`src/rtl/core/etpc_pkg.sv`:
```
// Shared types and constants of the ESC throttle pulse controller.
package etpc_pkg;

	// Input item opcodes.
	localparam logic [1:0] OP_SET_THROTTLE  = 2'd0;
	localparam logic [1:0] OP_SET_DIRECTION = 2'd1;
	localparam logic [1:0] OP_TICK          = 2'd2;

	// Configuration register map, one 32-bit word per register.
	localparam int PADDR_W = 5;
	localparam int PDATA_W = 32;

	typedef enum logic [2:0] {
		REG_MODE_3D      = 3'd0,
		REG_PULSE_MIN    = 3'd1,
		REG_PULSE_CENTER = 3'd2,
		REG_PULSE_MAX    = 3'd3,
		REG_REVERSE_DEAD = 3'd4,
		REG_PWM_FREQ     = 3'd5,
		REG_PWM_BITS     = 3'd6
	} reg_idx_t;

	// Throttle percent limit and the reciprocal used for division by 100:
	// floor(x / 100) == (x * RECIP_100) >> RECIP_SHIFT for every x below 2^20.
	localparam logic [6:0]  PCT_MAX     = 7'd100;
	localparam logic [19:0] RECIP_100   = 20'd671089;
	localparam int          RECIP_SHIFT = 26;

	// Duty conversion: (pulse * freq * (2^bits - 1)) / 1e6.
	// The dividend is below 2^38 and the quotient below 2^19.
	localparam int          SCALE_W   = 22;
	localparam int          DVD_W     = 38;
	localparam int          QUO_W     = 19;

	// Division by one million, with 1e6 = 64 * 15625:
	// floor(x / 1e6) == ((x >> PRESHIFT) * RECIP_1E6) >> RECIP_1E6_SHIFT
	// for every x below 2^38.
	localparam int          PRESHIFT        = 6;
	localparam int          Y_W             = DVD_W - PRESHIFT;
	localparam int          RECIP_1E6_W     = 31;
	localparam logic [30:0] RECIP_1E6       = 31'd1125899907;
	localparam int          RECIP_1E6_SHIFT = 44;
	localparam int          DPROD_W         = Y_W + RECIP_1E6_W;
	localparam logic [4:0]  PWM_BITS_MIN = 5'd1;
	localparam logic [4:0]  PWM_BITS_MAX = 5'd16;

	typedef struct packed {
		logic [1:0] opcode;
		logic [6:0] throttle_percent;
		logic       dir_request;
	} cmd_item_t;

	typedef struct packed {
		logic [15:0] duty_count;
		logic [11:0] pulse_us;
	} res_item_t;

	typedef struct packed {
		logic        mode_3d;
		logic [11:0] pulse_min_us;
		logic [11:0] pulse_center_us;
		logic [11:0] pulse_max_us;
		logic [15:0] reverse_dead_ms;
		logic [9:0]  pwm_freq_hz;
		logic [4:0]  pwm_bits;
	} cfg_t;

	typedef enum logic [2:0] {
		ST_IDLE,
		ST_MUL,
		ST_RECIP,
		ST_PULSE,
		ST_SCALE,
		ST_LOAD,
		ST_DIV,
		ST_OUT
	} ctrl_state_t;

	// Controller to datapath commands.
	typedef struct packed {
		logic take;
		logic mul;
		logic recip;
		logic pulse;
		logic scale;
		logic div_load;
		logic div_step;
		logic out_load;
	} dp_cmd_t;

	// Datapath to controller status.
	typedef struct packed {
		logic is_tick;
		logic out_free;
	} dp_sts_t;

endpackage

```
`src/rtl/core/etpc_stream_if.sv`:
```
// Valid/ready stream interface that carries one item per handshake.
interface etpc_stream_if #(
	parameter type item_t = logic
);
	logic  valid;
	logic  ready;
	item_t data;

	modport source (output valid, output data, input ready);
	modport sink (input valid, input data, output ready);
endinterface

```
`src/rtl/core/etpc_regs.sv`:
```
// APB configuration register file of the ESC throttle pulse controller.
module etpc_regs
	import etpc_pkg::*;
(
	input  logic               clk,
	input  logic               arst_n,
	input  logic               psel,
	input  logic               penable,
	input  logic               pwrite,
	input  logic [PADDR_W-1:0] paddr,
	input  logic [PDATA_W-1:0] pwdata,
	output logic [PDATA_W-1:0] prdata,
	output logic               pready,
	output cfg_t               cfg
);

	cfg_t     cfg_q;
	reg_idx_t idx;
	logic     wr_en;

	assign idx    = reg_idx_t'(paddr[PADDR_W-1:2]);
	assign wr_en  = psel && penable && pwrite;
	assign pready = 1'b1;
	assign cfg    = cfg_q;

	always_ff @(posedge clk or negedge arst_n) begin
		if (!arst_n) begin
			cfg_q.mode_3d         <= 1'b0;
			cfg_q.pulse_min_us    <= 12'd1000;
			cfg_q.pulse_center_us <= 12'd1500;
			cfg_q.pulse_max_us    <= 12'd2000;
			cfg_q.reverse_dead_ms <= 16'd0;
			cfg_q.pwm_freq_hz     <= 10'd50;
			cfg_q.pwm_bits        <= 5'd16;
		end else if (wr_en) begin
			unique case (idx)
				REG_MODE_3D:      cfg_q.mode_3d         <= pwdata[0];
				REG_PULSE_MIN:    cfg_q.pulse_min_us    <= pwdata[11:0];
				REG_PULSE_CENTER: cfg_q.pulse_center_us <= pwdata[11:0];
				REG_PULSE_MAX:    cfg_q.pulse_max_us    <= pwdata[11:0];
				REG_REVERSE_DEAD: cfg_q.reverse_dead_ms <= pwdata[15:0];
				REG_PWM_FREQ:     cfg_q.pwm_freq_hz     <= pwdata[9:0];
				REG_PWM_BITS:     cfg_q.pwm_bits        <= pwdata[4:0];
				default: ;
			endcase
		end
	end

	always_comb begin
		prdata = '0;
		unique case (idx)
			REG_MODE_3D:      prdata = PDATA_W'(cfg_q.mode_3d);
			REG_PULSE_MIN:    prdata = PDATA_W'(cfg_q.pulse_min_us);
			REG_PULSE_CENTER: prdata = PDATA_W'(cfg_q.pulse_center_us);
			REG_PULSE_MAX:    prdata = PDATA_W'(cfg_q.pulse_max_us);
			REG_REVERSE_DEAD: prdata = PDATA_W'(cfg_q.reverse_dead_ms);
			REG_PWM_FREQ:     prdata = PDATA_W'(cfg_q.pwm_freq_hz);
			REG_PWM_BITS:     prdata = PDATA_W'(cfg_q.pwm_bits);
			default:          prdata = '0;
		endcase
	end

endmodule

```
`src/rtl/core/etpc_ctrl.sv`:
```
// Sequencing state machine of the ESC throttle pulse controller.
module etpc_ctrl
	import etpc_pkg::*;
(
	input  logic    clk,
	input  logic    arst_n,
	input  logic    in_valid,
	output logic    in_ready,
	input  dp_sts_t dp_sts,
	output dp_cmd_t dp_cmd
);

	ctrl_state_t state_q;
	ctrl_state_t state_d;

	always_ff @(posedge clk or negedge arst_n) begin
		if (!arst_n) begin
			state_q <= ST_IDLE;
		end else begin
			state_q <= state_d;
		end
	end

	always_comb begin
		state_d  = state_q;
		dp_cmd   = '0;
		in_ready = 1'b0;
		unique case (state_q)
			ST_IDLE: begin
				in_ready = 1'b1;
				if (in_valid) begin
					dp_cmd.take = 1'b1;
					if (dp_sts.is_tick) begin
						state_d = ST_MUL;
					end
				end
			end
			ST_MUL: begin
				dp_cmd.mul = 1'b1;
				state_d    = ST_RECIP;
			end
			ST_RECIP: begin
				dp_cmd.recip = 1'b1;
				state_d      = ST_PULSE;
			end
			ST_PULSE: begin
				dp_cmd.pulse = 1'b1;
				state_d      = ST_SCALE;
			end
			ST_SCALE: begin
				dp_cmd.scale = 1'b1;
				state_d      = ST_LOAD;
			end
			ST_LOAD: begin
				dp_cmd.div_load = 1'b1;
				state_d         = ST_DIV;
			end
			ST_DIV: begin
				dp_cmd.div_step = 1'b1;
				state_d         = ST_OUT;
			end
			ST_OUT: begin
				if (dp_sts.out_free) begin
					dp_cmd.out_load = 1'b1;
					state_d         = ST_IDLE;
				end
			end
			default: state_d = ST_IDLE;
		endcase
	end

endmodule

```
`src/rtl/core/etpc_dp.sv`:
```
// Datapath of the ESC throttle pulse controller: state, pulse mapping, duty divide.
module etpc_dp
	import etpc_pkg::*;
#(
	parameter int INPUT_TIMEOUT_MS = 300
) (
	input  logic      clk,
	input  logic      arst_n,
	input  cmd_item_t in_data,
	input  cfg_t      cfg,
	input  dp_cmd_t   dp_cmd,
	output dp_sts_t   dp_sts,
	output logic      out_valid,
	input  logic      out_ready,
	output res_item_t out_data
);

	// The idle counter saturates at one above the timeout.
	localparam int IDLE_W = $clog2(INPUT_TIMEOUT_MS + 2);
	localparam logic [IDLE_W-1:0] TIMEOUT = IDLE_W'(INPUT_TIMEOUT_MS);

	// Controller-visible state.
	logic [6:0]        throttle_q;
	logic [IDLE_W-1:0] idle_q;
	logic              dir_q;
	logic              pend_q;
	logic [15:0]       remain_q;

	// Pipeline registers.
	logic [11:0]          a_s1;
	logic [11:0]          b_s1;
	logic [6:0]           pct_s1;
	logic [11:0]          a_s2;
	logic                 neg_s2;
	logic [18:0]          prod_s2;
	logic [11:0]          a_s3;
	logic                 neg_s3;
	logic [11:0]          quo_s3;
	logic [11:0]          us_s4;
	logic [SCALE_W-1:0]   m_s5;
	logic [Y_W-1:0]       y_s6;
	logic [QUO_W-1:0]     quo_q;
	logic                 out_valid_q;
	res_item_t            out_q;

	logic [IDLE_W-1:0] idle_inc;
	logic              timeout;
	logic [15:0]       remain_dec;
	logic [6:0]        pct_sat;
	logic [12:0]       diff;
	logic [11:0]       diff_mag;
	logic [38:0]       recip_prod;
	logic [4:0]        bits_eff;
	logic [15:0]       top;
	logic [DVD_W-1:0]  m_ext;
	logic [DVD_W-1:0]  dividend;
	logic [DPROD_W-1:0] div_prod;

	// Tick bookkeeping.
	assign idle_inc   = (idle_q <= TIMEOUT) ? idle_q + 1'b1 : idle_q;
	assign timeout    = idle_inc > TIMEOUT;
	assign remain_dec = (remain_q != 16'd0) ? remain_q - 16'd1 : 16'd0;
	assign pct_sat    = (in_data.throttle_percent > PCT_MAX) ? PCT_MAX
	                                                         : in_data.throttle_percent;

	always_ff @(posedge clk or negedge arst_n) begin
		if (!arst_n) begin
			throttle_q <= '0;
			idle_q     <= '0;
			dir_q      <= 1'b0;
			pend_q     <= 1'b0;
			remain_q   <= '0;
		end else if (dp_cmd.take) begin
			unique case (in_data.opcode)
				OP_SET_THROTTLE: begin
					throttle_q <= pct_sat;
					idle_q     <= '0;
				end
				OP_SET_DIRECTION: begin
					if (cfg.mode_3d && (in_data.dir_request != dir_q)) begin
						dir_q      <= in_data.dir_request;
						pend_q     <= 1'b1;
						remain_q   <= cfg.reverse_dead_ms;
						throttle_q <= '0;
					end
				end
				OP_TICK: begin
					idle_q <= idle_inc;
					if (timeout) begin
						throttle_q <= '0;
					end
					if (pend_q) begin
						remain_q <= remain_dec;
						if (remain_dec == 16'd0) begin
							pend_q <= 1'b0;
						end
					end
				end
				default: ;
			endcase
		end
	end

	// Mapping end points. Neutral output is the start point with zero percent.
	always_ff @(posedge clk) begin
		if (dp_cmd.take) begin
			if (cfg.mode_3d) begin
				a_s1 <= cfg.pulse_center_us;
				b_s1 <= dir_q ? cfg.pulse_min_us : cfg.pulse_max_us;
			end else begin
				a_s1 <= cfg.pulse_min_us;
				b_s1 <= cfg.pulse_max_us;
			end
			pct_s1 <= (pend_q || timeout) ? 7'd0 : throttle_q;
		end
	end

	assign diff     = {1'b0, b_s1} - {1'b0, a_s1};
	assign diff_mag = diff[12] ? 12'(-diff) : diff[11:0];

	always_ff @(posedge clk) begin
		if (dp_cmd.mul) begin
			a_s2    <= a_s1;
			neg_s2  <= diff[12];
			prod_s2 <= 19'(pct_s1 * diff_mag);
		end
	end

	// Division by 100 of the magnitude, truncating toward zero.
	assign recip_prod = 39'(prod_s2 * RECIP_100);

	always_ff @(posedge clk) begin
		if (dp_cmd.recip) begin
			a_s3   <= a_s2;
			neg_s3 <= neg_s2;
			quo_s3 <= recip_prod[RECIP_SHIFT +: 12];
		end
	end

	always_ff @(posedge clk) begin
		if (dp_cmd.pulse) begin
			us_s4 <= neg_s3 ? a_s3 - quo_s3 : a_s3 + quo_s3;
		end
	end

	always_ff @(posedge clk) begin
		if (dp_cmd.scale) begin
			m_s5 <= SCALE_W'(us_s4 * cfg.pwm_freq_hz);
		end
	end

	// Duty resolution clamp and the full-scale count 2^bits - 1.
	assign bits_eff = (cfg.pwm_bits < PWM_BITS_MIN) ? PWM_BITS_MIN :
	                  (cfg.pwm_bits > PWM_BITS_MAX) ? PWM_BITS_MAX : cfg.pwm_bits;
	assign top      = 16'((17'd1 << bits_eff) - 17'd1);
	assign m_ext    = DVD_W'(m_s5);
	assign dividend = (m_ext << bits_eff) - m_ext;

	// Divide by one million: drop the factor 64 by a shift, then take the
	// quotient by 15625 from a reciprocal multiply in the next cycle.
	assign div_prod = DPROD_W'(y_s6) * DPROD_W'(RECIP_1E6);

	always_ff @(posedge clk) begin
		if (dp_cmd.div_load) begin
			y_s6 <= dividend[DVD_W-1:PRESHIFT];
		end
	end

	always_ff @(posedge clk) begin
		if (dp_cmd.div_step) begin
			quo_q <= div_prod[RECIP_1E6_SHIFT +: QUO_W];
		end
	end

	// Output register.
	always_ff @(posedge clk or negedge arst_n) begin
		if (!arst_n) begin
			out_valid_q <= 1'b0;
		end else if (dp_cmd.out_load) begin
			out_valid_q <= 1'b1;
		end else if (out_ready) begin
			out_valid_q <= 1'b0;
		end
	end

	always_ff @(posedge clk) begin
		if (dp_cmd.out_load) begin
			out_q.duty_count <= (quo_q > QUO_W'(top)) ? top : quo_q[15:0];
			out_q.pulse_us   <= us_s4;
		end
	end

	assign out_valid       = out_valid_q;
	assign out_data        = out_q;
	assign dp_sts.is_tick  = in_data.opcode == OP_TICK;
	assign dp_sts.out_free = !out_valid_q || out_ready;

endmodule

```
`src/rtl/core/esc_throttle_pulse_controller_core.sv`:
```
// Top level of the ESC throttle pulse controller.
//
// The controller turns a stream of command items into servo-style pulse widths
// for an electronic speed controller. A set-throttle item stores a percent
// (values above 100 count as 100) and restarts the command-loss timer. A
// set-direction item matters only in 3D mode and only when it changes the
// direction; it zeroes the throttle and starts the reverse dead time. Each
// tick item stands for one millisecond and yields exactly one result item: the
// pulse width in microseconds and the matching PWM compare count,
// floor(pulse * freq * (2^bits - 1) / 1e6) limited to 2^bits - 1. After more
// than INPUT_TIMEOUT_MS ticks without a throttle command the throttle is forced
// to zero. While the dead time runs, and on the tick that ends it, the output
// is neutral (center pulse in 3D mode, minimum pulse otherwise). Set-throttle,
// set-direction and unused-opcode items are taken without leaving the idle
// state and produce no result. A tick holds the block while it is mapped and
// scaled (percent multiply, reciprocal divide by 100, add, frequency multiply,
// full-scale multiply), divided by one million by a reciprocal multiply, and
// handed to the output register. The output register lets the block take
// further items while a result waits; a tick stalls in its last cycle only
// while an earlier result is still not taken. Configuration is written over
// the APB port, one register per 32-bit word at byte address 4 * index; the
// user must write it only while no tick is in flight, which the block itself
// does not enforce.
module esc_throttle_pulse_controller_core
	import etpc_pkg::*;
#(
	parameter int INPUT_TIMEOUT_MS = 300
) (
	input  logic               clk,
	input  logic               arst_n,
	etpc_stream_if.sink        cmd,
	etpc_stream_if.source      res,
	input  logic               psel,
	input  logic               penable,
	input  logic               pwrite,
	input  logic [PADDR_W-1:0] paddr,
	input  logic [PDATA_W-1:0] pwdata,
	output logic [PDATA_W-1:0] prdata,
	output logic               pready
);

	cfg_t      cfg;
	dp_cmd_t   dp_cmd;
	dp_sts_t   dp_sts;
	cmd_item_t cmd_data;
	res_item_t res_data;
	logic      cmd_ready;
	logic      res_valid;

	assign cmd_data  = cmd.data;
	assign cmd.ready = cmd_ready;
	assign res.valid = res_valid;
	assign res.data  = res_data;

	// Register file: the datapath reads the live register values.
	etpc_regs u_regs (
		.clk     (clk),
		.arst_n  (arst_n),
		.psel    (psel),
		.penable (penable),
		.pwrite  (pwrite),
		.paddr   (paddr),
		.pwdata  (pwdata),
		.prdata  (prdata),
		.pready  (pready),
		.cfg     (cfg)
	);

	// The controller accepts items only while idle and steps a tick through
	// the datapath stages.
	etpc_ctrl u_ctrl (
		.clk      (clk),
		.arst_n   (arst_n),
		.in_valid (cmd.valid),
		.in_ready (cmd_ready),
		.dp_sts   (dp_sts),
		.dp_cmd   (dp_cmd)
	);

	etpc_dp #(
		.INPUT_TIMEOUT_MS (INPUT_TIMEOUT_MS)
	) u_dp (
		.clk       (clk),
		.arst_n    (arst_n),
		.in_data   (cmd_data),
		.cfg       (cfg),
		.dp_cmd    (dp_cmd),
		.dp_sts    (dp_sts),
		.out_valid (res_valid),
		.out_ready (res.ready),
		.out_data  (res_data)
	);

endmodule

```
`src/flat_wrapper.sv`:
```
// flat-port wrapper written by rule: the top's interface ports become plain ports
module esc_throttle_pulse_controller_core_flat import etpc_pkg::*;
#(
	parameter int INPUT_TIMEOUT_MS = 300
)
  (clk, arst_n, psel, penable, pwrite, paddr, pwdata, prdata, pready, cmd_valid, cmd_data, cmd_ready, res_valid, res_data, res_ready);
  etpc_stream_if #(.item_t(cmd_item_t)) cmd_i ();
  etpc_stream_if #(.item_t(res_item_t)) res_i ();
  input  logic clk;
  input  logic arst_n;
  input  logic psel;
  input  logic penable;
  input  logic pwrite;
  input  logic [PADDR_W-1:0] paddr;
  input  logic [PDATA_W-1:0] pwdata;
  output logic [PDATA_W-1:0] prdata;
  output logic pready;
  input wire logic [$bits(cmd_i.valid)-1:0] cmd_valid;
  input wire logic [$bits(cmd_i.data)-1:0] cmd_data;
  output wire logic [$bits(cmd_i.ready)-1:0] cmd_ready;
  output wire logic [$bits(res_i.valid)-1:0] res_valid;
  output wire logic [$bits(res_i.data)-1:0] res_data;
  input wire logic [$bits(res_i.ready)-1:0] res_ready;
  assign cmd_i.valid = cmd_valid;
  assign cmd_i.data = cmd_data;
  assign cmd_ready = cmd_i.ready;
  assign res_valid = res_i.valid;
  assign res_data = res_i.data;
  assign res_i.ready = res_ready;
  esc_throttle_pulse_controller_core #(.INPUT_TIMEOUT_MS(INPUT_TIMEOUT_MS)) u_core (.clk(clk), .arst_n(arst_n), .cmd(cmd_i), .res(res_i), .psel(psel), .penable(penable), .pwrite(pwrite), .paddr(paddr), .pwdata(pwdata), .prdata(prdata), .pready(pready));
endmodule
```
`config.mk`:
```
export PLATFORM = sky130hd
export DESIGN_NAME = esc_throttle_pulse_controller_core_flat
export DESIGN_NICKNAME = d
export VERILOG_FILES = /design/src/rtl/core/etpc_pkg.sv /design/src/rtl/core/etpc_stream_if.sv /design/src/rtl/core/etpc_regs.sv /design/src/rtl/core/etpc_ctrl.sv /design/src/rtl/core/etpc_dp.sv /design/src/rtl/core/esc_throttle_pulse_controller_core.sv /design/src/flat_wrapper.sv
export SDC_FILE = /design/constraint.sdc
export NUM_CORES = 2
export LEC_CHECK = 0
export ABC_AREA = 1
export ABC_CLOCK_PERIOD_IN_PS = 9400
export BUFFER_PORTS_ARGS = -buffer_cell sky130_fd_sc_hd__buf_2
export CAP_MARGIN = 20
export CORE_ASPECT_RATIO = 1.1
export CORE_MARGIN = 10
export CORE_UTILIZATION = 55
export CTS_BUF_LIST = sky130_fd_sc_hd__clkbuf_2 sky130_fd_sc_hd__clkbuf_4 sky130_fd_sc_hd__clkbuf_8
export DETAILED_ROUTE_END_ITERATION = 10
export HOLD_SLACK_MARGIN = 0.05
export PLACE_DENSITY = 0.82
export SYNTH_ARGS = -nofsm -noshare
export SYNTH_HDL_FRONTEND = slang
export SYNTH_SLANG_ARGS = --single-unit
```
`constraint.sdc`:
```
create_clock -name clk -period 9.4 [get_ports clk]
set_clock_uncertainty 0.05 [all_clocks]
set_input_delay 0.47 -clock clk [delete_from_list [all_inputs] [get_ports clk]]
set_output_delay 0.47 -clock clk [all_outputs]
set_load 0.05 [all_outputs]
```
---- After elaboration in Yosys (flattened, before gate mapping) ----
Index checks and enable logic that the tools add are counted.
W data, S select, Z words.
cells by class
  $add $sub $neg .......................... 8
  multipliers ............................. 4
  magnitude comparators ................... 6
  eq/ne operators ......................... 22
  shift operators ......................... 2
  multiplexer cells ....................... 40
  reductions and logical operators ........ 28
operators with widths
  kind                      number
  $pmux W16 S7              1
  $mux W16                  4
  $mul A32 B31 Y63 const B  1
  $mux W12                  5
  $mul A19 B20 Y38 const B  1
  $shl A22 B5 Y38           1
  $sub A38 B22 Y38          1
  $pmux W16 S2              1
  $sub A16 B1 Y16 const B   2
  $pmux W3 S8               1
  $mul A12 B10 Y22          1
  $eq A3 B3 Y1 const B      7
  $mux W7                   3
  $pmux W7 S3               1
  $gt A19 B16 Y1            1
  $mul A7 B12 Y19           1
  $pmux W9 S2               1
  $logic_not A16 Y1         1
  $mux W1                   16
  $reduce_and A2 Y1         8
  $reduce_bool A16 Y1       1
  $shl A1 B5 Y16 const A    1
  $sub A12 B12 Y13          1
  $add A12 B12 Y12          1
  other kinds (28)          48
word-level totals
  flip-flop bits (word level) ............. 307
  input port bits ......................... 54
  word-level logic and storage cells ...... 139

---- Logic depth before layout (Yosys ltp) ----
  depth after elaboration ................. 7
  mapped depth ............................ 34
  depth with buffers taken out ............ 33

---- Cells and area by module ----
Synthesis repeated with hierarchy kept, for this count alone.
unflattened totals
  cells, all modules ...................... 5349
  area, all modules ....................... 47160.2 um^2
modules (own cells, without submodules)
  module     times used  cells an instance  area each (um^2)  seq. area each (um^2)
  etpc_dp    1           4864               43452.9           6911.6
  etpc_regs  1           455                3500.9            1730.4
  etpc_ctrl  1           30                 206.4             75.1

---- Worst setup path before layout ----
No wires, ideal clock.
  path kind ............................... register -> register
  start point ............................. register u_core.u_dp.y_s6[20]
  end point ............................... register u_core.u_dp.quo_q[16], data pin
  arrival ................................. 6.024 ns
  required time ........................... 9.088 ns
  path slack .............................. 3.064 ns
  cell stages (with the launch flop) ...... 24
  cells stage by stage .................... edfxtp_1 > inv_1 > fa_1 > inv_1 > fa_1 > inv_1 > fa_1 > fa_1 > inv_1 > fa_1 > fa_1 > fa_1 > inv_1 > fa_1 > inv_1 > ha_1 > nand2_1 > nor2_1 > inv_1 > nor4_1 > nand4_1 > nand3_1 > a21oi_1 > xor2_1
between the ends
  word-level cells in the longest chain between the ends .. 1
ends and longest elaborated chain
  element                       line            text
  start, declared               etpc_dp.sv:41   logic [Y_W-1:0] y_s6;
  start signal, assigned        etpc_dp.sv:165  y_s6 <= dividend[DVD_W-1:PRESHIFT];
  $mul A32 B31 Y63              etpc_dp.sv:161  assign div_prod = DPROD_W'(y_s6) * DPROD_W'(RECIP_1E6);
  net u_core.u_dp.div_prod[60]  etpc_dp.sv:57   logic [DPROD_W-1:0] div_prod;
  end signal, assigned          etpc_dp.sv:171  quo_q <= div_prod[RECIP_1E6_SHIFT +: QUO_W];
  end, declared                 etpc_dp.sv:42   logic [QUO_W-1:0] quo_q;
The timed path passes the listed nets, and every way through them passes these cells.
A chain may end at the register's enable or synchronous reset.

---- Worst setup path in the final report ----
  start point ............................. register u_core.u_dp.y_s6[20]
  end point ............................... register u_core.u_dp.quo_q[8], data pin
Same word-level chain as after synthesis.

==> summary.txt <==
Yosys top cell area share -> 26.7%
die boundary height -> 326 um
clock transition at the register clock pins on the worst setup and hold paths after CTS -> 0.06 ns
Area growth, synth to finish -> 6.21%
critical path's most frequent cell -> sky130_fd_sc_hd__fa_1
time the worst path needs with I/O delays and setup -> 7.60 ns
I/O pin total -> 117
overall via count from detail_route -> 36400
total count of max-transition violations in the final report -> 0
synthesized netlist cell count -> 5331
final setup fails -> 0
buffers and inverters on the worst path -> 7
mean instance size in the synthesized netlist -> 8.76 sq um
count of state elements after synthesis -> 307
Hold Vio Cnt, Final -> 0
RSZ-0062 raised after global routing -> no
Root Buffer Master -> sky130_fd_sc_hd__clkbuf_8
crit-path max FO -> 7
final worst path period share -> 80.8%
TritonCTS clock tree -> built
Filler Cell Count -> 7147
Critical Path End Type -> register
Post-Place Cells -> 6486
timing-limited maximum frequency -> 132 MHz
MaxCap Viol Count -> 0
global-route wire length before repair -> 200000 um
flip-flop cell with the highest count after synthesis -> sky130_fd_sc_hd__edfxtp_1
number of remaining DRC errors -> 0
ANT nets after route -> 0
kind of critical path -> register to register
initial antenna violation count -> 2
vias per cell -> 5.51
main area contributors after synthesis -> sky130_fd_sc_hd__fa_1, sky130_fd_sc_hd__ha_1, sky130_fd_sc_hd__edfxtp_1
DIE WIDTH -> 298 um
Post-Layout Cell Count -> 6602
post-detailed-routing wire length -> 123000 um
half-perimeter wire length after detailed placement -> 103000 um
deepest clock path buffer count -> 3
postcts setup bufs -> 0
class of the most critical hold timing path -> input port to register
number of sinks driven by the clock tree -> 307
Inserted Clock Buffers -> 54
delay-heaviest family, CP -> adder cells
category of the worst setup path launch point -> register
ordered list of cells on the worst path -> inv_1 > fa_1 > inv_1 > fa_1 > inv_1 > fa_1 > fa_1 > inv_1 > fa_1 > fa_1 > fa_1 > inv_1 > fa_1 > inv_1 > ha_1 > nand2_1 > nor2_1 > inv_1 > nor4_1 > nand4_1 > nand3_1 > a21oi_1 > xnor2_1
clock latency on the worst-skew pair -> 0.66 ns
detail-routed net length per standard cell -> 18.6 um
largest stage delay on the critical path -> 0.72 ns
Port Buffers -> 81
effective utilization at floorplan -> 55.3%
number of nets in the layout -> 6792
number of iterations in the first detailed-routing pass -> 6
area of the die -> 97000 sq um
status -> completed
Commonest cells post-synth -> sky130_fd_sc_hd__inv_1, sky130_fd_sc_hd__nand2_1, sky130_fd_sc_hd__ha_1
share of cells above drive strength 1 -> 4.89%
total number of placement rows -> 112
EDFF count, synth -> 201
GP Congestion -> 0.997
Crit-path slowest cell -> sky130_fd_sc_hd__edfxtp_1
final core area utilization -> 58.7%
share of synthesized registers carrying an async set or reset -> 34.5%
Req. time, crit path -> 9.72 ns
Synth warnings -> 0
number of H-tree levels -> 2
leading cell type by number of instances after synthesis -> sky130_fd_sc_hd__inv_1
area of the placeable core -> 84500 sq um
TNS Setup -> 0 ns
starting DRC count in detailed routing -> 2900
sequential cell area fraction in the yosys report -> 18.7%
GR Util All Layers -> 25.5%
overflow left after global routing -> 0
Relative slew margins -> 24.1%
synthesized area -> 46700 sq um
dominant cell type by area after synthesis -> sky130_fd_sc_hd__fa_1
Cell variety after synth -> 59
via count of the first global-routing pass -> 37700
transition at the pin with the smallest max-transition slack -> 1.13 ns
pin count of the biggest net entering global routing -> 78
arrival time at the worst endpoint -> 7.92 ns
==> sequential cells by signal, indices dropped and copies added, names as in the netlist, 16 cells and up <==
name and count:
u_core.u_dp.out_data 28, u_core.u_regs.cfg 68, u_core.u_dp.remain_q 16, u_core.u_dp.prod_s2 19, u_core.u_dp.y_s6 32, u_core.u_dp.m_s5 22
u_core.u_dp.quo_q 19
==> cell type report <==
cell class | instances | area [sq um] | share of cell area [%]
Multi-Input combinational cell | 3747 | 33100 | 66.7
Tap cell | 1140 | 1430 | 2.88
Sequential cell | 307 | 8720 | 17.6
Clock inverter | 24 | 224 | 0.451
Antenna cell | 1 | 2.50 | 0.00504
Inverter | 1195 | 4490 | 9.05
Clock buffer | 74 | 956 | 1.93
Timing Repair Buffer | 114 | 724 | 1.46
==> worst paths after layout <==
check | from | endpoint | slack, ns | depth (start not counted)
max | u_core.u_dp.y_s6[20] | u_core.u_dp.quo_q[8] | 1.80 | 23
min | pwdata[11] | u_core.u_regs.cfg[42] | 0.09 | 3
max reg2reg | u_core.u_dp.y_s6[20] | u_core.u_dp.quo_q[8] | 1.80 | 23
min reg2reg | u_core.u_dp.a_s2[3] | u_core.u_dp.a_s3[3] | 0.36 | 0
max in group asynchronous | arst_n | u_core.u_regs.cfg[59] | 7.74 | 3
min in group asynchronous | arst_n | u_core.u_regs.cfg[27] | 0.23 | 2
==> cells in the final DEF, fill, tap and decap left out, drive strengths merged, types with 22 or more instances in the layout <==
cell type,synthesis,final
xnor2,38,38
ha,695,695
inv,1187,1189
nand2,886,886
buf,44,99
clkbuf,55,74
dfstp,23,23
dfrtp,83,83
a21oi,249,249
nand3,212,212
nor2,342,342
a31oi,22,22
clkinv,8,23
o21ai,273,273
fa,624,624
edfxtp,201,201
xor2,125,125
nand4,30,30
nor3,50,50
==> through the flow <==
step	cell area, sq um	setup slack [ns]	hold WS [ns]
floorplan	46800	3.06	0.124
global placement	48200	1.99	0.355
detailed placement	48200	1.94	0.355
CTS	49600	1.92	0.0601
global route	49600	1.49	0.0830
finish	49600	1.80	0.0917
==> worst register-to-register path, cell delays in order, from the launching register on <==
cell and delay [ns]:
sky130_fd_sc_hd__edfxtp_1 0.72, sky130_fd_sc_hd__inv_1 0.33, sky130_fd_sc_hd__fa_1 0.59, sky130_fd_sc_hd__inv_1 0.05, sky130_fd_sc_hd__fa_1 0.49, sky130_fd_sc_hd__inv_1 0.06
sky130_fd_sc_hd__fa_1 0.50, sky130_fd_sc_hd__fa_1 0.51, sky130_fd_sc_hd__inv_1 0.05, sky130_fd_sc_hd__fa_1 0.58, sky130_fd_sc_hd__fa_1 0.45, sky130_fd_sc_hd__fa_1 0.49
sky130_fd_sc_hd__inv_1 0.10, sky130_fd_sc_hd__fa_1 0.53, sky130_fd_sc_hd__inv_1 0.05, sky130_fd_sc_hd__ha_1 0.30, sky130_fd_sc_hd__nand2_1 0.12, sky130_fd_sc_hd__nor2_1 0.10
sky130_fd_sc_hd__inv_1 0.07, sky130_fd_sc_hd__nor4_1 0.43, sky130_fd_sc_hd__nand4_1 0.18, sky130_fd_sc_hd__nand3_1 0.27, sky130_fd_sc_hd__a21oi_1 0.14, sky130_fd_sc_hd__xnor2_1 0.16
==> routing by layer <==
layer	part of all wire (%)	global-route usage, %	routed length [um]	up-vias
met5	0.011	0	13	-
met4	3.1	7.58	3840	2
met3	7.8	4.22	9580	255
met2	47	42.0	57300	1418
met1	42	34.5	51800	17600
li1	-	-	-	17100
==> cells by family after synthesis <==
group	after synthesis	share of synthesized area, %
buf+inv	1294	10.7
simple gates	1562	14.0
fa+ha+maj	1319	45.4
xor+xnor	163	3.06
flops	307	18.7
other cells	2	0.0161
compound gates	684	8.20
==> timing repair <==
item,CTS,global route
gates resized for setup,0,0
hold buffers,15,0
endpoints found under the hold margin,45,0
Power is not shown: default switching activity piles up to over one toggle a cycle in this logic, so the estimate is an artifact.
